--- config.mk ---
export PLATFORM = sky130hd
export DESIGN_NAME = bank_mapper_irq_tone_unit
export DESIGN_NICKNAME = d
export VERILOG_FILES = /design/src/bmit_pkg.sv /design/src/bmit_ram.sv /design/src/bmit_div.sv /design/src/bank_mapper_irq_tone_unit.sv
export VERILOG_INCLUDE_DIRS = /design/src /design/src/src
export SDC_FILE = /design/constraint.sdc
export NUM_CORES = 1
export LEC_CHECK = 0
export BUFFER_PORTS_ARGS = -buffer_cell sky130_fd_sc_hd__buf_2
export CORE_UTILIZATION = 50
export CTS_BUF_LIST = sky130_fd_sc_hd__clkbuf_8
export CTS_CLUSTER_SIZE = 28
export DETAILED_ROUTE_END_ITERATION = 16
export PLACE_DENSITY = 0.67
export REMOVE_ABC_BUFFERS = 1
export SLEW_MARGIN = 20
export SYNTH_ARGS = -nofsm -noshare
export SYNTH_HDL_FRONTEND = slang
export SYNTH_SLANG_ARGS = --single-unit
--- constraint.sdc ---
create_clock -name i_clk -period 4.1 [get_ports i_clk]
set_clock_uncertainty 0.15 [all_clocks]
set_input_delay 0.41 -clock i_clk [delete_from_list [all_inputs] [get_ports i_clk]]
set_output_delay 0.41 -clock i_clk [all_outputs]
set_load 0.005 [all_outputs]
--- src/assert_macros.svh ---
// assertion macros used by the bank mapper rtl
// no dependencies
`ifndef ASSERT_MACROS_SVH
`define ASSERT_MACROS_SVH

// same-cycle implication, checked out of reset
`define BMIT_ASSERT_IMP(label, clk, rst_n, ante, cons) \
    label: assert property (@(posedge clk) disable iff (!rst_n) (ante) |-> (cons)) \
        else $error("implication check failed");

// next-cycle implication, checked out of reset
`define BMIT_ASSERT_NXT(label, clk, rst_n, ante, cons) \
    label: assert property (@(posedge clk) disable iff (!rst_n) (ante) |=> (cons)) \
        else $error("next-cycle check failed");

`endif

--- src/bmit_pkg.sv ---
// shared types and constants for the bank mapper with irq counter and tones
// no dependencies
package bmit_pkg;

    localparam int CHAR_SLOTS      = 8;
    localparam int SOUND_REG_COUNT = 16;
    localparam int TONE_CHANNELS   = 3;
    localparam int TONE_SLOTS      = 3;
    localparam int PRESCALE        = 16;
    localparam int PRESC_W         = (PRESCALE > 1) ? $clog2(PRESCALE) : 1;
    localparam int CHAR_AW         = $clog2(CHAR_SLOTS);
    localparam int SOUND_AW        = $clog2(SOUND_REG_COUNT);

    // opcodes
    localparam logic [2:0] OP_CPU_RD = 3'd0;
    localparam logic [2:0] OP_CPU_WR = 3'd1;
    localparam logic [2:0] OP_PPU_RD = 3'd2;
    localparam logic [2:0] OP_PPU_WR = 3'd3;
    localparam logic [2:0] OP_TICK   = 3'd4;
    localparam logic [2:0] OP_ACK    = 3'd5;

    // configuration register indexes
    localparam logic [1:0] CFG_PRG_COUNT = 2'd0;
    localparam logic [1:0] CFG_CHR_COUNT = 2'd1;

    // mapper commands
    localparam logic [3:0] CMD_PRG0   = 4'h8;
    localparam logic [3:0] CMD_PRG1   = 4'h9;
    localparam logic [3:0] CMD_PRG2   = 4'hA;
    localparam logic [3:0] CMD_PRG3   = 4'hB;
    localparam logic [3:0] CMD_MIRROR = 4'hC;
    localparam logic [3:0] CMD_IRQCTL = 4'hD;
    localparam logic [3:0] CMD_CNT_LO = 4'hE;
    localparam logic [3:0] CMD_CNT_HI = 4'hF;

    // sound register numbers
    localparam logic [SOUND_AW-1:0] SND_MIXER   = SOUND_AW'(7);
    localparam logic [SOUND_AW-1:0] SND_VOLUME0 = SOUND_AW'(8);

    // remainder unit request
    typedef struct packed {
        logic        start;
        logic [7:0]  dividend;
        logic [10:0] divisor;
    } t_div_req;

endpackage

--- src/bmit_ram.sv ---
// generic single-write, single-read memory with registered read data
// no dependencies
module bmit_ram #(
    parameter int WIDTH = 8,
    parameter int DEPTH = 16
) (
    input  logic                     i_clk,
    input  logic                     i_we,
    input  logic [$clog2(DEPTH)-1:0] i_waddr,
    input  logic [WIDTH-1:0]         i_wdata,
    input  logic [$clog2(DEPTH)-1:0] i_raddr,
    output logic [WIDTH-1:0]         o_rdata
);

    logic [WIDTH-1:0] r_mem [DEPTH];
    logic [WIDTH-1:0] r_rdata;

    // write port and registered read
    always_ff @(posedge i_clk) begin
        if (i_we) begin
            r_mem[i_waddr] <= i_wdata;
        end
        r_rdata <= r_mem[i_raddr];
    end

    assign o_rdata = r_rdata;

endmodule

--- src/bmit_div.sv ---
// bit-serial remainder unit: 8-bit dividend modulo an 11-bit divisor
// depends on bmit_pkg
module bmit_div import bmit_pkg::*; (
    input  logic        i_clk,
    input  logic        i_rst_n,
    input  t_div_req    i_req,
    output logic        o_done,
    output logic [10:0] o_rem
);

    logic        r_busy;
    logic [2:0]  r_cnt;
    logic [7:0]  r_dvd;
    logic [10:0] r_dvs;
    logic [10:0] r_rem;
    logic        r_done;
    logic [11:0] trial;
    logic [11:0] diff;

    // one restoring step per cycle
    assign trial = {r_rem, r_dvd[7]};
    assign diff  = trial - {1'b0, r_dvs};

    always_ff @(posedge i_clk) begin
        if (!i_rst_n) begin
            r_busy <= 1'b0;
            r_done <= 1'b0;
            r_cnt  <= '0;
        end else begin
            r_done <= 1'b0;
            if (i_req.start) begin
                r_busy <= 1'b1;
                r_cnt  <= '0;
                r_dvd  <= i_req.dividend;
                r_dvs  <= i_req.divisor;
                r_rem  <= '0;
            end else if (r_busy) begin
                r_dvd <= {r_dvd[6:0], 1'b0};
                r_rem <= (trial >= {1'b0, r_dvs}) ? diff[10:0] : trial[10:0];
                r_cnt <= r_cnt + 3'd1;
                if (r_cnt == 3'd7) begin
                    r_busy <= 1'b0;
                    r_done <= 1'b1;
                end
            end
        end
    end

    assign o_done = r_done;
    assign o_rem  = r_rem;

endmodule

--- src/bank_mapper_irq_tone_unit.sv ---
// Cartridge bank mapper with a wrapping 16-bit irq down-counter and three
// square-tone channels behind a divide-by-PRESCALE prescaler. One word is taken
// at a time. Register writes, unclaimed accesses, irq acknowledges, character
// RAM accesses and reads of the fixed top window pass only the done state on
// their way to the output register; a mapped program read first passes the
// 8-step serial remainder unit that reduces the bank number modulo the bank
// count, and a character ROM read first reads the character bank memory and
// then passes that unit. A tick steps through the single read port of the
// sound register memory, which is read once for the mixer and three times per
// channel. The input is stalled while a word is in work; a finished word waits in the output register.
// depends on bmit_pkg, bmit_ram, bmit_div and assert_macros.svh
`include "assert_macros.svh"

module bank_mapper_irq_tone_unit import bmit_pkg::*; (
    input  logic               i_clk,
    input  logic               i_rst_n,
    // configuration
    input  logic               i_cfg_we,
    input  logic [1:0]         i_cfg_index,
    input  logic [10:0]        i_cfg_data,
    // input words
    input  logic               i_in_valid,
    output logic               o_in_stall,
    input  logic [2:0]         i_opcode,
    input  logic [15:0]        i_address,
    input  logic [7:0]         i_write_data,
    // result words
    output logic               o_out_valid,
    input  logic               i_out_stall,
    output logic               o_handled,
    output logic [21:0]        o_mapped_address,
    output logic               o_irq_line,
    output logic [1:0]         o_mirroring,
    output logic               o_low_window_ram_on,
    output logic signed [4:0]  o_tone_a_level,
    output logic signed [4:0]  o_tone_b_level,
    output logic signed [4:0]  o_tone_c_level
);

    localparam logic [2:0] S_IDLE = 3'd0;
    localparam logic [2:0] S_CHR  = 3'd1;
    localparam logic [2:0] S_DIV  = 3'd2;
    localparam logic [2:0] S_TONE = 3'd3;
    localparam logic [2:0] S_DONE = 3'd4;

    localparam logic [1:0] SUB_LO  = 2'd0;
    localparam logic [1:0] SUB_HI  = 2'd1;
    localparam logic [1:0] SUB_VOL = 2'd2;
    localparam logic [1:0] SUB_MIX = 2'd3;

    localparam logic [1:0] LAST_CH = 2'(TONE_CHANNELS - 1);

    logic [2:0]  r_state, n_state;
    logic [8:0]  r_prg_count;
    logic [10:0] r_chr_count;
    logic [3:0]  r_cmd;
    logic [7:0]  r_prg [4];
    logic [1:0]  r_mirror;
    logic        r_wsel, r_wen;
    logic        r_irq_en, r_cnt_en, r_irq_pend;
    logic [15:0] r_irq_cnt;
    logic [SOUND_AW-1:0] r_snd_sel;
    logic [PRESC_W-1:0]  r_presc;
    logic        r_wrap;
    logic [CHAR_SLOTS-1:0]      r_chr_vld;
    logic [SOUND_REG_COUNT-1:0] r_snd_vld;

    logic        r_claim;
    logic [21:0] r_where;
    logic [12:0] r_off;
    logic        r_is_chr;
    logic [CHAR_AW-1:0] r_chr_slot;
    logic        r_chr_rvld;

    // tone sequencer
    logic        r_iact;
    logic [1:0]  r_ich, r_isub;
    logic        r_dact;
    logic [1:0]  r_dch, r_dsub;
    logic        r_snd_rvld;
    logic [2:0]  r_mix;
    logic [7:0]  r_len_lo;
    logic [11:0] r_tcnt [TONE_SLOTS];
    logic        r_tph  [TONE_SLOTS];
    logic signed [4:0] r_smp [TONE_SLOTS];

    // output register
    logic        r_out_valid;
    logic        r_o_handled;
    logic [21:0] r_o_addr;
    logic        r_o_irq;
    logic [1:0]  r_o_mirror;
    logic        r_o_wen;
    logic signed [4:0] r_o_lvl [TONE_SLOTS];

    logic        in_acc;
    logic        out_free;
    logic [7:0]  chr_q, snd_q, snd_d;
    logic        chr_we, snd_we;
    logic [SOUND_AW-1:0] snd_raddr;
    logic [8:0]  prg_last;
    logic        div_done;
    logic [10:0] div_rem;
    t_div_req    div_req;
    logic [7:0]  prg_bank;
    logic        prg_div;
    logic [11:0] len;
    logic [3:0]  vol;
    logic        div_src_ok;
    logic        done_go;
    logic        tick_acc;

    assign in_acc   = i_in_valid && !o_in_stall;
    assign out_free = !r_out_valid || !i_out_stall;
    assign o_in_stall = (r_state != S_IDLE);
    assign prg_last = (r_prg_count == 9'd0) ? 9'd0 : r_prg_count - 9'd1;

    // cpu read window decode
    always_comb begin
        prg_div  = 1'b0;
        prg_bank = r_prg[0];
        if (i_address[15:13] == 3'b011) begin
            prg_div = !r_wsel;
        end else if (i_address[15:13] == 3'b100) begin
            prg_div  = 1'b1;
            prg_bank = r_prg[1];
        end else if (i_address[15:13] == 3'b101) begin
            prg_div  = 1'b1;
            prg_bank = r_prg[2];
        end else if (i_address[15:13] == 3'b110) begin
            prg_div  = 1'b1;
            prg_bank = r_prg[3];
        end
    end

    // remainder unit requests
    always_comb begin
        div_req = '0;
        if (r_state == S_IDLE && in_acc && i_opcode == OP_CPU_RD && prg_div) begin
            div_req.start    = 1'b1;
            div_req.dividend = prg_bank;
            div_req.divisor  = (r_prg_count == 9'd0) ? 11'd1 : {2'b00, r_prg_count};
        end else if (r_state == S_CHR) begin
            div_req.start    = 1'b1;
            div_req.dividend = r_chr_rvld ? chr_q : 8'(r_chr_slot);
            div_req.divisor  = r_chr_count;
        end
    end

    bmit_div u_div (
        .i_clk   (i_clk),
        .i_rst_n (i_rst_n),
        .i_req   (div_req),
        .o_done  (div_done),
        .o_rem   (div_rem)
    );

    // character bank memory, written through the parameter register
    assign chr_we = (r_state == S_IDLE) && in_acc && i_opcode == OP_CPU_WR
                    && i_address[15:13] == 3'b101 && !r_cmd[3];

    bmit_ram #(.WIDTH(8), .DEPTH(CHAR_SLOTS)) u_chr_ram (
        .i_clk   (i_clk),
        .i_we    (chr_we),
        .i_waddr (r_cmd[CHAR_AW-1:0]),
        .i_wdata (i_write_data),
        .i_raddr (i_address[10 +: CHAR_AW]),
        .o_rdata (chr_q)
    );

    // sound register memory
    assign snd_we = (r_state == S_IDLE) && in_acc && i_opcode == OP_CPU_WR
                    && i_address[15:13] == 3'b111;

    always_comb begin
        case (r_isub)
            SUB_LO:  snd_raddr = SOUND_AW'({r_ich, 1'b0});
            SUB_HI:  snd_raddr = SOUND_AW'({r_ich, 1'b1});
            SUB_VOL: snd_raddr = SND_VOLUME0 + SOUND_AW'(r_ich);
            default: snd_raddr = SND_MIXER;
        endcase
    end

    bmit_ram #(.WIDTH(8), .DEPTH(SOUND_REG_COUNT)) u_snd_ram (
        .i_clk   (i_clk),
        .i_we    (snd_we),
        .i_waddr (r_snd_sel),
        .i_wdata (i_write_data),
        .i_raddr (snd_raddr),
        .o_rdata (snd_q)
    );

    assign snd_d = r_snd_rvld ? snd_q : 8'd0;
    assign len   = {snd_d[3:0], r_len_lo};
    assign vol   = snd_d[3:0];

    // next state
    always_comb begin
        n_state = r_state;
        case (r_state)
            S_IDLE: begin
                if (in_acc) begin
                    if (i_opcode == OP_CPU_RD && prg_div) begin
                        n_state = S_DIV;
                    end else if (i_opcode == OP_PPU_RD && i_address[15:13] == 3'b000
                                 && r_chr_count != 11'd0) begin
                        n_state = S_CHR;
                    end else if (i_opcode == OP_TICK) begin
                        n_state = S_TONE;
                    end else begin
                        n_state = S_DONE;
                    end
                end
            end
            S_CHR:  n_state = S_DIV;
            S_DIV:  n_state = div_done ? S_DONE : S_DIV;
            S_TONE: begin
                if (r_dact && r_dsub == SUB_VOL && r_dch == LAST_CH) begin
                    n_state = S_DONE;
                end
            end
            S_DONE: n_state = out_free ? S_IDLE : S_DONE;
            default: n_state = S_IDLE;
        endcase
    end

    // control and mapper state
    always_ff @(posedge i_clk) begin
        if (!i_rst_n) begin
            r_state     <= S_IDLE;
            r_prg_count <= 9'd2;
            r_chr_count <= 11'd8;
            r_cmd       <= '0;
            r_prg[0]    <= 8'd0;
            r_prg[1]    <= 8'd1;
            r_prg[2]    <= 8'd2;
            r_prg[3]    <= 8'hFF;
            r_mirror    <= '0;
            r_wsel      <= 1'b0;
            r_wen       <= 1'b0;
            r_irq_en    <= 1'b0;
            r_cnt_en    <= 1'b0;
            r_irq_pend  <= 1'b0;
            r_irq_cnt   <= '0;
            r_snd_sel   <= '0;
            r_presc     <= '0;
            r_chr_vld   <= '0;
            r_snd_vld   <= '0;
            r_iact      <= 1'b0;
            r_dact      <= 1'b0;
            r_out_valid <= 1'b0;
            for (int c = 0; c < TONE_SLOTS; c++) begin
                r_tcnt[c] <= '0;
                r_tph[c]  <= 1'b0;
                r_smp[c]  <= '0;
            end
        end else begin
            r_state <= n_state;

            // configuration writes
            if (i_cfg_we) begin
                if (i_cfg_index == CFG_PRG_COUNT) begin
                    r_prg_count <= i_cfg_data[8:0];
                end else if (i_cfg_index == CFG_CHR_COUNT) begin
                    r_chr_count <= i_cfg_data;
                end
            end

            if (chr_we) begin
                r_chr_vld[r_cmd[CHAR_AW-1:0]] <= 1'b1;
            end
            if (snd_we) begin
                r_snd_vld[r_snd_sel] <= 1'b1;
            end

            // word decode on accept
            if (r_state == S_IDLE && in_acc) begin
                r_claim  <= 1'b0;
                r_where  <= '0;
                r_off    <= i_address[12:0];
                r_is_chr <= (i_opcode == OP_PPU_RD);
                r_chr_slot <= i_address[10 +: CHAR_AW];
                r_chr_rvld <= r_chr_vld[i_address[10 +: CHAR_AW]];
                case (i_opcode)
                    OP_CPU_RD: begin
                        if (i_address[15:13] == 3'b111) begin
                            r_claim <= 1'b1;
                            r_where <= {prg_last, i_address[12:0]};
                        end else begin
                            r_claim <= prg_div;
                        end
                    end
                    OP_CPU_WR: begin
                        r_claim <= i_address[15];
                        if (i_address[15:13] == 3'b111) begin
                            // sound register write, handled by the memory port
                        end else if (i_address[15:13] == 3'b110) begin
                            r_snd_sel <= i_write_data[SOUND_AW-1:0];
                        end else if (i_address[15:13] == 3'b101) begin
                            case (r_cmd)
                                CMD_PRG0: begin
                                    r_prg[0] <= {2'b00, i_write_data[5:0]};
                                    r_wsel   <= i_write_data[6];
                                    r_wen    <= i_write_data[7];
                                end
                                CMD_PRG1:   r_prg[1] <= {2'b00, i_write_data[5:0]};
                                CMD_PRG2:   r_prg[2] <= {2'b00, i_write_data[5:0]};
                                CMD_PRG3:   r_prg[3] <= {2'b00, i_write_data[5:0]};
                                CMD_MIRROR: r_mirror <= i_write_data[1:0];
                                CMD_IRQCTL: begin
                                    r_irq_en   <= i_write_data[0];
                                    r_cnt_en   <= i_write_data[7];
                                    r_irq_pend <= 1'b0;
                                end
                                CMD_CNT_LO: r_irq_cnt[7:0]  <= i_write_data;
                                CMD_CNT_HI: r_irq_cnt[15:8] <= i_write_data;
                                default: ;
                            endcase
                        end else if (i_address[15:13] == 3'b100) begin
                            r_cmd <= i_write_data[3:0];
                        end
                    end
                    OP_PPU_RD: begin
                        if (i_address[15:13] == 3'b000) begin
                            r_claim <= 1'b1;
                            r_where <= {9'd0, i_address[12:0]};
                        end
                    end
                    OP_PPU_WR: begin
                        if (i_address[15:13] == 3'b000 && r_chr_count == 11'd0) begin
                            r_claim <= 1'b1;
                            r_where <= {9'd0, i_address[12:0]};
                        end
                    end
                    OP_TICK: begin
                        r_wrap  <= (r_presc == PRESC_W'(PRESCALE - 1));
                        r_presc <= (r_presc == PRESC_W'(PRESCALE - 1))
                                   ? '0 : r_presc + PRESC_W'(1);
                        if (r_cnt_en) begin
                            r_irq_cnt <= r_irq_cnt - 16'd1;
                            if (r_irq_cnt == 16'd0 && r_irq_en) begin
                                r_irq_pend <= 1'b1;
                            end
                        end
                        r_iact <= 1'b1;
                        r_ich  <= 2'd0;
                        r_isub <= SUB_MIX;
                    end
                    OP_ACK:  r_irq_pend <= 1'b0;
                    default: ;
                endcase
            end

            // remainder result into the mapped address
            if (r_state == S_DIV && div_done) begin
                if (r_is_chr) begin
                    r_where <= {1'b0, div_rem, r_off[9:0]};
                end else begin
                    r_where <= {div_rem[8:0], r_off};
                end
            end

            // tone read issue side
            r_dact     <= r_iact;
            r_dch      <= r_ich;
            r_dsub     <= r_isub;
            r_snd_rvld <= r_snd_vld[snd_raddr];
            if (r_iact) begin
                case (r_isub)
                    SUB_MIX: r_isub <= SUB_LO;
                    SUB_LO:  r_isub <= SUB_HI;
                    SUB_HI:  r_isub <= SUB_VOL;
                    default: begin
                        r_isub <= SUB_LO;
                        r_ich  <= r_ich + 2'd1;
                        if (r_ich == LAST_CH) begin
                            r_iact <= 1'b0;
                        end
                    end
                endcase
            end

            // tone read data side
            if (r_dact) begin
                case (r_dsub)
                    SUB_MIX: r_mix    <= snd_d[2:0];
                    SUB_LO:  r_len_lo <= snd_d;
                    SUB_HI: begin
                        if (r_wrap) begin
                            if (r_tcnt[r_dch] == 12'd0) begin
                                r_tcnt[r_dch] <= (len == 12'd0) ? 12'd1 : len;
                                r_tph[r_dch]  <= !r_tph[r_dch];
                            end else begin
                                r_tcnt[r_dch] <= r_tcnt[r_dch] - 12'd1;
                            end
                        end
                    end
                    default: begin
                        if (r_mix[r_dch] || vol == 4'd0) begin
                            r_smp[r_dch] <= '0;
                        end else if (r_tph[r_dch]) begin
                            r_smp[r_dch] <= $signed({1'b0, vol});
                        end else begin
                            r_smp[r_dch] <= -$signed({1'b0, vol});
                        end
                    end
                endcase
            end

            // output register
            if (r_out_valid && !i_out_stall) begin
                r_out_valid <= 1'b0;
            end
            if (r_state == S_DONE && out_free) begin
                r_out_valid <= 1'b1;
                r_o_handled <= r_claim;
                r_o_addr    <= r_where;
                r_o_irq     <= r_irq_pend;
                r_o_mirror  <= r_mirror;
                r_o_wen     <= r_wen;
                for (int c = 0; c < TONE_SLOTS; c++) begin
                    r_o_lvl[c] <= (c < TONE_CHANNELS) ? r_smp[c] : 5'sd0;
                end
            end
        end
    end

    assign o_out_valid         = r_out_valid;
    assign o_handled           = r_o_handled;
    assign o_mapped_address    = r_o_addr;
    assign o_irq_line          = r_o_irq;
    assign o_mirroring         = r_o_mirror;
    assign o_low_window_ram_on = r_o_wen;
    assign o_tone_a_level      = r_o_lvl[0];
    assign o_tone_b_level      = r_o_lvl[1];
    assign o_tone_c_level      = r_o_lvl[2];

    // check terms
    assign div_src_ok = (r_state == S_IDLE) || (r_state == S_CHR);
    assign done_go    = (r_state == S_DONE) && out_free;
    assign tick_acc   = in_acc && (i_opcode == OP_TICK);

    // checks
    `BMIT_ASSERT_IMP(a_div_from_idle_or_chr, i_clk, i_rst_n, div_req.start, div_src_ok)
    `BMIT_ASSERT_NXT(a_done_fills_output, i_clk, i_rst_n, done_go, r_out_valid)
    `BMIT_ASSERT_NXT(a_irq_only_on_tick, i_clk, i_rst_n, !r_irq_pend && !tick_acc, !r_irq_pend)

endmodule

# Yosys cells after proc, flatten, opt, wreduce, memory -nomap -nowiden

Memory sizes are Yosys's and may differ from the RTL's. A register that Yosys moved wholly into a read port is not among the register bits.
Index checks and enable logic that the tools add are counted.

Output and inout port bits: 44
Input bits: 45
Word-level logic and storage cells: 374
Register bits: 209
Memories kept: 7
Bits in writable memories: 293

Eq/ne operators: 43
Add/sub/neg operators: 9
Bitwise logic cells: 15
Reduce and logical (&&, ||, !) cells: 77
Order comparisons: 8
Multiplexer cells: 170

Memory list:

| name            | words | bits a word | rd ports | clocked after Yosys merged registers in | write ports | RTL line                        | source |
|---|---|---|---|---|---|---|---|
| u_snd_ram.r_mem | 16    | 8           | 1        | 1                                       | 1           | bmit_ram.sv:15                  | `logic [WIDTH-1:0] r_mem [DEPTH];` |
| u_chr_ram.r_mem | 8     | 8           | 1        | 1                                       | 1           | bmit_ram.sv:15                  |  |
| r_tcnt          | 3     | 12          | 1        | 1                                       | 3           | bank_mapper_irq_tone_unit.sv:83 | `logic [11:0] r_tcnt [TONE_SLOTS];` |
| r_prg           | 4     | 8           | 4        | 0                                       | 4           | bank_mapper_irq_tone_unit.sv:57 | `logic [7:0] r_prg [4];` |
| r_o_lvl         | 3     | 5           | 3        | 0                                       | 3           | bank_mapper_irq_tone_unit.sv:94 | `logic signed [4:0] r_o_lvl [TONE_SLOTS];` |
| r_smp           | 3     | 5           | 3        | 0                                       | 3           | bank_mapper_irq_tone_unit.sv:85 | `logic signed [4:0] r_smp [TONE_SLOTS];` |
| 1 more memories | -     | -           | -        | -                                       | -           | -                               |  |

Operator list:

| kind                    | count |
|---|---|
| $mux W8                 | 13 |
| $mux W1                 | 102 |
| $mux W22                | 4 |
| $pmux W22 S3            | 1 |
| $mux W16                | 4 |
| $mux W20                | 2 |
| $eq A4 B4 Y1 const B    | 9 |
| $mux W12                | 3 |
| $pmux W16 S2            | 1 |
| $mux W13                | 2 |
| $eq A3 B3 Y1 const B    | 8 |
| $logic_not A12 Y1       | 2 |
| $mux W2                 | 12 |
| $reduce_and A6 Y1       | 4 |
| $mux W11                | 2 |
| $mux W3                 | 7 |
| $logic_and A1 B1 Y1     | 20 |
| $mux W9                 | 2 |
| $logic_not A16 Y1       | 1 |
| $or A16 B16 Y16         | 1 |
| $reduce_and A2 Y1       | 8 |
| $sub A16 B1 Y16 const B | 1 |
| $eq A3 B2 Y1 const B    | 5 |
| $mux W5                 | 3 |
| 52 further kinds        | 105 |

# Logic depth before layout (Yosys ltp)

Gate-level depths: netlist (run 1).

Depth after elaboration: 12
Depth in mapped cells: 11
Depth with buffers taken out: 9

# Cells and area by module

Synthesis (run 1) repeated with hierarchy kept, for this count alone.

Cells, all modules: 1605
Area total of the unflattened synthesis: 22165.0 um^2

By module, submodules not included:

| module                    | area each (um^2) | cells each | seq. area each (um^2) | instances |
|---|---|---|---|---|
| bank_mapper_irq_tone_unit | 12389.4          | 1083       | 7427.1                | 1 |
| bmit_ram at u_snd_ram     | 5147.4           | 229        | 4003.8                | 1 |
| bmit_ram at u_chr_ram     | 2691.3           | 114        | 2082.0                | 1 |
| bmit_div                  | 1936.9           | 179        | 1001.0                | 1 |

# Worst setup path after synthesis (run 1)

OpenSTA, ideal clock, no wires.

Path type: register -> register
Start point: reg r_state[2]
End point: reg u_div.r_rem[0] (netlist: u_div.o_rem[0]) (enable)
Period minus slack after synthesis: 3414 ps
Setup slack: 686 ps
Data required time: 3555 ps
Stages on the path, launching flop included: 10
Library setup time: 395 ps
Arrival: 2870 ps
Buffers on the path: 4
Cell sequence: dfxtp_1 clkbuf_1 or4b_1 clkbuf_1 or2_2 clkbuf_1 nand2_1 clkbuf_1 nor2_1 nor2_1

Longest elaborated chain between the ends: 9
Elaborated cells between the ends (all ways): 12
Classes of those cells: eq/ne (1); mux (2); reduce/logical (9)

RTL lines:

| what                                  | RTL line                         | source |
|---|---|---|
| start: declaration                    | bank_mapper_irq_tone_unit.sv:53  | `logic [2:0] r_state, n_state;` |
| start signal: assignment              | bank_mapper_irq_tone_unit.sv:258 | `r_state <= n_state;` |
| $reduce_bool A3 Y1                    | bank_mapper_irq_tone_unit.sv:115 | `assign o_in_stall = (r_state != S_IDLE);` |
| $logic_not A1 Y1                      | bank_mapper_irq_tone_unit.sv:113 | `assign in_acc = i_in_valid && !o_in_stall;` |
| $logic_and A1 B1 Y1                   | bank_mapper_irq_tone_unit.sv:113 |  |
| $logic_and A1 B1 Y1 (3 in series)     | bank_mapper_irq_tone_unit.sv:139 | `if (r_state == S_IDLE && in_acc && i_opcode == OP_CPU_RD && prg_div) begin` |
| $mux W20 *                            | bank_mapper_irq_tone_unit.sv:139 |  |
| $reduce_bool A2 Y1 (no source line) * | -                                |  |
| $reduce_and A2 Y1 (no source line) *  | -                                |  |
| end signal: assignment                | bmit_div.sv:39                   | `r_rem <= (trial >= {1'b0, r_dvs}) ? diff[10:0] : trial[10:0];` |
| end: declaration                      | bmit_div.sv:15                   | `logic [10:0] r_rem;` |

Mark *: on every way between the ends. The rest lies on a longest branch, timed or not.
A chain may end at the register's enable or synchronous reset.

==> results of run 1 <==
-- area by class of cell --
cell class | count | area (µm²)
Timing Repair Buffer | 143 | 911
Fill cell | 3284 | 17400
Tap cell | 532 | 666
Clock inverter | 60 | 294
Clock buffer | 80 | 1100
Sequential cell | 487 | 13600
Multi-Input combinational cell | 997 | 6700
Inverter | 48 | 180
-- registers in the layout, indices dropped and copies added, names as in the netlist, 9 cells and up, named ones only --
register / cells
r_off: 13
o_mapped_address: 22
r_prg: 25
r_irq_cnt: 16
r_where: 22
r_tcnt: 48
r_o_lvl: 15
u_snd_ram.r_mem: 96
u_div.r_dvs: 11
u_div.o_rem: 11
r_prg_count: 9
r_chr_count: 11
r_smp: 15
u_chr_ram.r_mem: 64
r_snd_vld: 12
-- what timing repair did --
action,CTS,global route
hold endpoints to repair,42,0
gates resized for setup,0,0
hold buffers,23,0
-- layer usage --
metal | vias up | global-route usage | share of wire
li1 | 6349 | - | -
met1 | 6580 | 0.305 | 0.44
met2 | 445 | 0.362 | 0.47
met3 | 94 | 0.0424 | 0.066
met4 | 0 | 0.0672 | 0.021
met5 | - | 0 | 0
-- kinds of logic (layout without fill, tap and decap cells) --
family,Yosys count,count (layout),share of synthesized area
muxes,110,110,0.0749
xor gates and xnor gates,20,20,0.00845
adders and majority gates,22,22,0.0136
DFF,487,487,0.654
and+or+nand+nor,542,542,0.125
AOI/OAI and AO/OA,303,303,0.0982
buffers and inverters,136,331,0.0260
-- stage by stage --
step	cells	total power (µW)
after floorplan	1532	5860
after global placement	2184	6090
after detailed placement	2184	6110
after CTS	2347	9860
after global routing	2347	10100
final	2347	9760
-- cell usage after synthesis (3+ instances only) --
| cell type | count | area (µm²) |
|---|---|---|
| mux2i_1 | 57 | 571 |
| dfxtp_1 | 107 | 2140 |
| nor3b_1 | 5 | 37.5 |
| xnor2_1 | 13 | 114 |
| mux4_2 | 24 | 541 |
| o32ai_1 | 3 | 26.3 |
| mux2_2 | 18 | 203 |
| a311oi_1 | 20 | 175 |
| a211oi_1 | 40 | 300 |
| or4_1 | 6 | 45.0 |
| and4_1 | 3 | 26.3 |
| a21oi_1 | 59 | 295 |
| nand2b_1 | 17 | 106 |
| nand4_1 | 8 | 50.1 |
| nor3_1 | 24 | 120 |
| xor2_1 | 7 | 61.3 |
| mux4_1 | 7 | 184 |
| a21o_1 | 3 | 22.5 |
| nand3b_1 | 11 | 82.6 |
| a22o_1 | 20 | 175 |
| o211ai_1 | 11 | 82.6 |
| or2_2 | 6 | 37.5 |
| and2_1 | 49 | 307 |
| nand2_1 | 135 | 507 |
| nor2_1 | 194 | 728 |
| o22ai_1 | 18 | 113 |
| mux2i_2 | 4 | 55.1 |
| a31oi_1 | 21 | 131 |
| nor2b_1 | 9 | 56.3 |
| o2bb2ai_1 | 3 | 26.3 |
| edfxtp_1 | 380 | 11400 |
| and3_1 | 8 | 50.1 |
| buf_1 | 7 | 26.3 |
| nor4b_1 | 3 | 26.3 |
| inv_1 | 47 | 176 |
| a2111oi_0 | 4 | 35.0 |
| or3_1 | 15 | 93.8 |
| o21a_1 | 18 | 135 |
| ha_1 | 21 | 263 |
| o31ai_1 | 8 | 60.1 |
| nor4_1 | 12 | 75.1 |
| o21ai_0 | 53 | 265 |
| clkbuf_1 | 78 | 293 |
| nand3_1 | 26 | 130 |
-- power by group --
group | switching [µW] | internal [µW]
Clock | 1850 | 1890
Sequential | 60.9 | 5410
Combinational | 347 | 205
-- path summary, 6_finish.rpt --
check                                               start                 endpoint  slack [ns]
worst max-delay path                             register  r_tcnt[3][11]$_DFFE_PP_        0.76
worst min register to register  r_smp[1][3]$_SDFFCE_PN0P_  r_o_lvl[0][8]$_DFFE_PP_        0.26
worst max register to register                   register  r_tcnt[3][11]$_DFFE_PP_        0.76
worst min-delay path                        i_address[12]      r_off[12]$_DFFE_PP_        0.07
-- worst register-to-register path, cell delays in order, from the launching register on --
cell and delay (ns):
dfxtp_1 0.36, buf_4 0.19, mux4_2 0.54, inv_1 0.10
ha_1 0.15, nor4b_1 0.43, nand4b_2 0.15, buf_4 0.22
and2_1 0.35, o32ai_1 0.34, inv_1 0.09
==> out/qor.yml, run 1 <==
numCtsBuffers: 76
crit_type: "register to register"
cts_tree: "done"
core_um2: 40800
ant_nets: 0
slew_headroom: 0.305
irDropWorstVdd_mv: 0.252
grt_pass1_vias: 13200
fmax_mhz: 299
critPathMaxStageDelay_ns: 0.54
area_delta_synth_final_pct: 12.9
setup_viol: 0
clkTransAtPathRegs_ns: 0.06
worstMarginPinSlew_ns: 1.04
first_pass_iters: 5
cp_slowest_cell: "mux4_2"
cts_max_level: 3
ys_types: 74
cp.depth: 10
dp_hpwl_um: 30300
fp.dieArea_um2: 42300
stdcell_area_um2: 23400
clkLatencyLatePin_ns: 0.64
cp_max_fo: 17
syn_area_um2: 20700
wl_per_cell_um: 19.8
diodes: 0
grt_use_total: 0.223
placed_area_um2: 21800
final_util: 0.573
start_util: 0.508
clock_sinks: 487
hp-class: "input pin to register"
die_height_um: 206
place_congestion: 0.885
required_ns: 4.31
synth_edf_count: 380
final_common_cell: "edfxtp_1"
rr_worst_depth: 10
finalHoldViolCount: 0
pre_cts_ws_ns: 0.724
end_kind: "register"
crit_path_cell_trace: "buf_4, mux4_2, inv_1, ha_1, nor4b_1, nand4b_2, buf_4, and2_1, o32ai_1, inv_1"
grt_overflow_total: 0
drv_slew: 0
synthCells: 1620
root_buffer: "clkbuf_8"
fin_tns_setup_ns: 0
fin_crit_sh: 0.815
hold_depth: 1
drive_gt1_frac: 0.158
drc: 0
die_w_um: 206
ys.flop_type: "edfxtp_1"
drt_iter0_markers: 1050
whs_ns: 0.0665
io_buffers: 88
drv_cap: 0
crit_arrival_ns: 3.55
seq_area_frac_synth: 0.654
critical_path.n_buffers_inverters: 4
post_cts_buffers: 0
viasPerCell: 5.74
ctsLongestPathBuffers: 3
grt_pass1_wl_um: 72300
postSynthAreaPerCell_um2: 12.8
status: "complete, no violations"
wirelength_um: 46400
top_level_ports: 89
layout_setup_ws_ns: 0.758
grt_antenna_before_repair: 0
layout.nets: 1820
via_count: 13500
critical_path.top_delay_family: "simple AND/OR/NAND/NOR gates"
ys_seq_elements: 487
fin_crit_ns: 3.34
ys_async_sr_fraction: 0
grt_max_degree: 58
power.leakage_uw: 0.00850
critPathLaunchType: "register"
final_cell_mix: "edfxtp_1, nor2_1, nand2_1, dfxtp_1, buf_2"
rsz0062_at_grt: "false"
rows: 74
power_density_nw_per_um2: 417
yosysWarnings: 0
Power figures use the tool's default switching activity.
==> run 2: changes to the inputs <==
PLACE_DENSITY = 0.69   (was 0.67)
clock period = 3.05 ns   (was 4.1 ns; I/O delays follow)
==> out/qor.yml, run 2 (same netlist as run 1, synthesis figures left out) <==
rr_worst_depth: 8
largest_reg_flops: 96
power_density_nw_per_um2: 555
fin_tns_setup_ns: 0
die_w_um: 206
fin_cells: 2399
wirelength_um: 45900
end_kind: "register"
cts_max_level: 3
fill_cells: 3174
ctsLongestPathBuffers: 3
fp.dieArea_um2: 42300
met1_usage: 0.301
fin_crit_ns: 2.93
seq_area_um2: 13600
fin_crit_sh: 0.961
reg2reg_setup_slack_ns: 0.12
start_util: 0.508
clock_sinks: 487
required_ns: 3.23
grt_use_met3: 0.0355
dp_cells: 2232
drv_cap: 0
clkLatencyLatePin_ns: 0.61
worstMarginPinSlew_ns: 0.960
status: "complete, no violations"
hp-class: "input pin to register"
root_buffer: "clkbuf_8"
io_buffers: 88
grt_antenna_before_repair: 1
clkTransAtPathRegs_ns: 0.06
placed_area_um2: 22200
place_congestion: 0.873
rows: 74
reg_top3: "u_snd_ram.r_mem x96, u_chr_ram.r_mem x64, r_tcnt x48"
stdcell_area_um2: 23900
dp_hpwl_um: 29900
r2r_end: "r_tcnt[1][3]$_SDFFCE_PN0P_"
hold_depth: 4
power.leakage_uw: 0.00876
critPathLaunchType: "register"
whs_ns: 0.0363
core_um2: 40800
multi_input_area_um2: 6740
crit_path_cell_trace: "buf_6, mux4_2, nor4_4, nand4b_2, and2_1, buf_4, mux2i_2, nor2_1"
final_util: 0.586
cp_max_fo: 8
drv_slew: 0
grt_max_degree: 53
grt_pass1_vias: 13100
cts_tree: "done"
rsz0062_at_grt: "true"
fmax_mhz: 341
top_level_ports: 89
drc: 0
grt_use_total: 0.217
irDropWorstVdd_mv: 0.216
viasPerCell: 5.68
grt-busiest-layer: "met2"
area_delta_synth_final_pct: 15.5
via_count: 13600
grt_overflow_total: 0
crit_arrival_ns: 3.11
finalHoldViolCount: 0
final_common_cell: "edfxtp_1"
die_height_um: 206
numCtsBuffers: 75
drive_gt1_frac: 0.185
crit_type: "register to register"
grt_pass1_wl_um: 71200
first_pass_iters: 7
critical_path.top_delay_family: "simple AND/OR/NAND/NOR gates"
met2_usage: 0.351
min_from: "i_cfg_index[0]"
cp_slowest_cell: "mux4_2"
slew_headroom: 0.357
setup_viol: 0
ant_nets: 0
largest-register: "u_snd_ram.r_mem"
wl_per_cell_um: 19.1
critical_path.n_buffers_inverters: 2
layout.nets: 1873
hold-path-endpoint: "r_prg_count[4]$_SDFFE_PN0P_"
critPathMaxStageDelay_ns: 0.59
final_cell_mix: "edfxtp_1, nor2_1, nand2_1, dfxtp_1, buf_2"
drt_iter0_markers: 1192
## run 2: cell types whose count changed in the layout (fill, tap and decap cells not counted), moves of 2 or more
cell and delta:
inv_6 -3, buf_12 +3, clkbuf_8 +2, mux4_1 -3, dlygate4sd3_1 +5, clkinv_2 +3, buf_4 +45, mux4_2 +3
mux2i_4 +2, inv_1 -7
## run 2: per-stage QoR
stage	power [µW]	setup WS (ns)
2_1_floorplan	7870	-0.660
3_3_place_gp	8210	-0.0842
3_5_place_dp	8240	-0.105
4_1_cts	13400	0.0530
5_1_grt	13700	-0.0175
6_report	13300	0.119
## run 2: worst max path at each step
stage                                   end  slack (ns)  cells past startpoint
6_report         r_tcnt[1][3]$_SDFFCE_PN0P_        0.12                      8
5_1_grt          r_tcnt[1][2]$_SDFFCE_PN0P_       -0.02                      8
4_1_cts          r_tcnt[2][1]$_SDFFCE_PN0P_        0.05                     10
3_5_place_dp     r_tcnt[2][1]$_SDFFCE_PN0P_       -0.10                      8
3_3_place_gp        r_tcnt[3][11]$_DFFE_PP_       -0.08                      7
2_1_floorplan  u_snd_ram.o_rdata[6]$_DFF_P_       -0.66                      5
## run 2: metal layers
metal  wire, µm  up-vias
met5          0        -
met1      20300     6648
li1           -     6472
met4        815        0
met3       2820       71
met2      22000      440
## run 2: where the power goes
group          internal [µW]  total [µW]  switching, µW
clock                   2660        5120           2470
combinational            316         803            487
sequential              7270        7340           70.5
total                  10200       13300           3020
## run 2: layout make-up
type | count | area share
clock buffer | 82 | 0.0472
multi-input combinational | 997 | 0.282
clock inverter | 55 | 0.0121
inverter | 48 | 0.00753
timing repair buffer | 197 | 0.0573
sequential | 487 | 0.566
antenna | 1 | 0.000105
tap | 532 | 0.0278
## run 2: timing repair
| action | in CTS | in global routing |
|---|---|---|
| hold buffers | 28 | 0 |
| resized for setup | 3 | 12 |
| setup endpoints to repair | 17 | 39 |
| hold endpoints to repair | 55 | 0 |
| buffers inserted | 0 | 1 |
| pin swaps | 0 | 1 |
## run 2: worst register-to-register path, cell delays in order, from the launching register on
cell      delay [ns]
dfxtp_2         0.41
buf_6           0.18
mux4_2          0.60
nor4_4          0.42
nand4b_2        0.15
and2_1          0.24
buf_4           0.18
mux2i_2         0.26
nor2_1          0.09
==> run 3: changes to the inputs <==
CORE_UTILIZATION = 58   (was 50)
PLACE_DENSITY = 0.79   (was 0.69)
SLEW_MARGIN = 10   (was 20)
==> out/qor.yml, run 3 (same netlist as run 1, synthesis figures left out) <==
status: "complete, no violations"
seqPwrFrac: 0.539
place_congestion: 0.921
ctsLongestPathBuffers: 3
cts_tree: "done"
fill_cells: 2351
slew_headroom: 0.512
wirelength_um: 46900
finalHoldViolCount: 0
grt_max_degree: 53
fin_crit_ns: 2.97
whs_ns: 0.0420
final_common_cell: "edfxtp_1"
setup_viol: 0
ant_nets: 0
end_kind: "register"
power.leakage_uw: 0.00881
layout.nets: 1872
via_count: 14000
final_util: 0.686
clkTransAtPathRegs_ns: 0.06
grt_use_total: 0.262
diodes: 0
final_cell_mix: "edfxtp_1, nor2_1, nand2_1, dfxtp_1, buf_2"
reg_top3: "u_snd_ram.r_mem x96, u_chr_ram.r_mem x64, r_tcnt x48"
numCtsBuffers: 79
grt_overflow_total: 0
core_um2: 34900
drive_gt1_frac: 0.185
fp.dieArea_um2: 36500
grt_pass1_vias: 13900
clock_sinks: 487
clkLatencyLatePin_ns: 0.64
first_pass_iters: 6
die_height_um: 191
required_ns: 3.26
cts_max_level: 3
dp_hpwl_um: 29900
grt_pass1_wl_um: 73400
stdcell_area_um2: 23900
wl_per_cell_um: 20.2
hp-class: "input pin to register"
placed_area_um2: 22100
rows: 68
power_density_nw_per_um2: 570
drv_slew: 0
crit_arrival_ns: 3.19
pwr-share-comb: 0.058
drv_cap: 0
drc: 0
io_buffers: 88
fin_tns_setup_ns: 0
worstMarginPinSlew_ns: 0.726
area_delta_synth_final_pct: 15.5
p_int_uw: 10500
start_util: 0.594
p_total_uw: 13700
crit_type: "register to register"
switching_share: 0.228
fmax_mhz: 336
drt_iter0_markers: 1259
p_clk_frac: 0.403
root_buffer: "clkbuf_8"
post_cts_buffers: 0
largest-register: "u_snd_ram.r_mem"
reg2reg_setup_slack_ns: 0.08
fin_crit_sh: 0.975
largest_reg_flops: 96
top_level_ports: 89
die_w_um: 191
cp_max_fo: 5
irDropWorstVdd_mv: 0.409
viasPerCell: 6.00
p_sw_uw: 3110
critPathLaunchType: "register"
grt_antenna_before_repair: 0
run 3: cell types whose count changed in the layout (fill, tap and decap cells not counted), moves of 2 or more:
| cell | previous run | this run |
|---|---|---|
| clkinv_1 | 8 | 10 |
| clkinvlp_4 | 1 | 4 |
| clkbuf_8 | 82 | 86 |
| buf_12 | 3 | 5 |
| buf_4 | 77 | 72 |
| bufinv_16 | 2 | 4 |
run 3: per-stage QoR:
| step | cells | worst slack, ns |
|---|---|---|
| 6_report | 2326 | 0.0768 |
| 5_1_grt | 2326 | -0.0277 |
| 4_1_cts | 2326 | 0.000691 |
| 3_5_place_dp | 2152 | -0.0817 |
| 3_3_place_gp | 2152 | 0.0552 |
| 2_1_floorplan | 1532 | -0.660 |
run 3: routing by layer:
metal	GRT usage	vias to the layer above	share of wire
li1	-	6468	-
met1	0.349	6747	0.41
met2	0.424	631	0.48
met3	0.0498	114	0.077
met4	0.106	0	0.029
met5	0	-	0
run 3: worst max-delay path: stages (launching register included):
cell      delay, ns
dfxtp_2        0.39
mux4_1         0.61
inv_1          0.11
ha_1           0.16
nor4b_2        0.21
buf_4          0.16
nand4b_2       0.10
and2_1         0.24
buf_4          0.19
mux2i_2        0.29
inv_1          0.08
run 3: path summary, 6_finish.rpt:
check,startpoint,to,depth (start not counted)
max,register,r_tcnt[3][6]$_DFFE_PP_,10
min,i_write_data[6],u_chr_ram.r_mem[2][6]$_DFFE_PP_,1
max reg2reg,register,r_tcnt[3][6]$_DFFE_PP_,10
min reg2reg,r_smp[1][1]$_SDFFCE_PN0P_,r_o_lvl[0][6]$_DFFE_PP_,0
run 3: power by group through the flow:
stage / clock network (µW) / logic, µW / registers (µW)
final: 5500 / 794 / 7350
after global routing: 5900 / 860 / 7360
after CTS: 5590 / 781 / 7350
after detailed placement: 0 / 747 / 7490
after global placement: 0 / 723 / 7480
after floorplan: 0 / 395 / 7480
run 3: timing repair:
item                                    4_1_cts  5_1_grt
hold endpoints to repair                     55        0
endpoints found under the setup margin       23       48
resized for setup                             3        6
hold buffers                                 27        0
run 3: layout make-up:
class	instances	area [µm²]	share of cell area
Inverter	48	180	0.00753
Timing Repair Buffer	192	1350	0.0565
Clock inverter	61	378	0.0158
Sequential cell	487	13600	0.566
Multi-Input combinational cell	997	6720	0.281
Tap cell	455	569	0.0238
Clock buffer	86	1180	0.0495
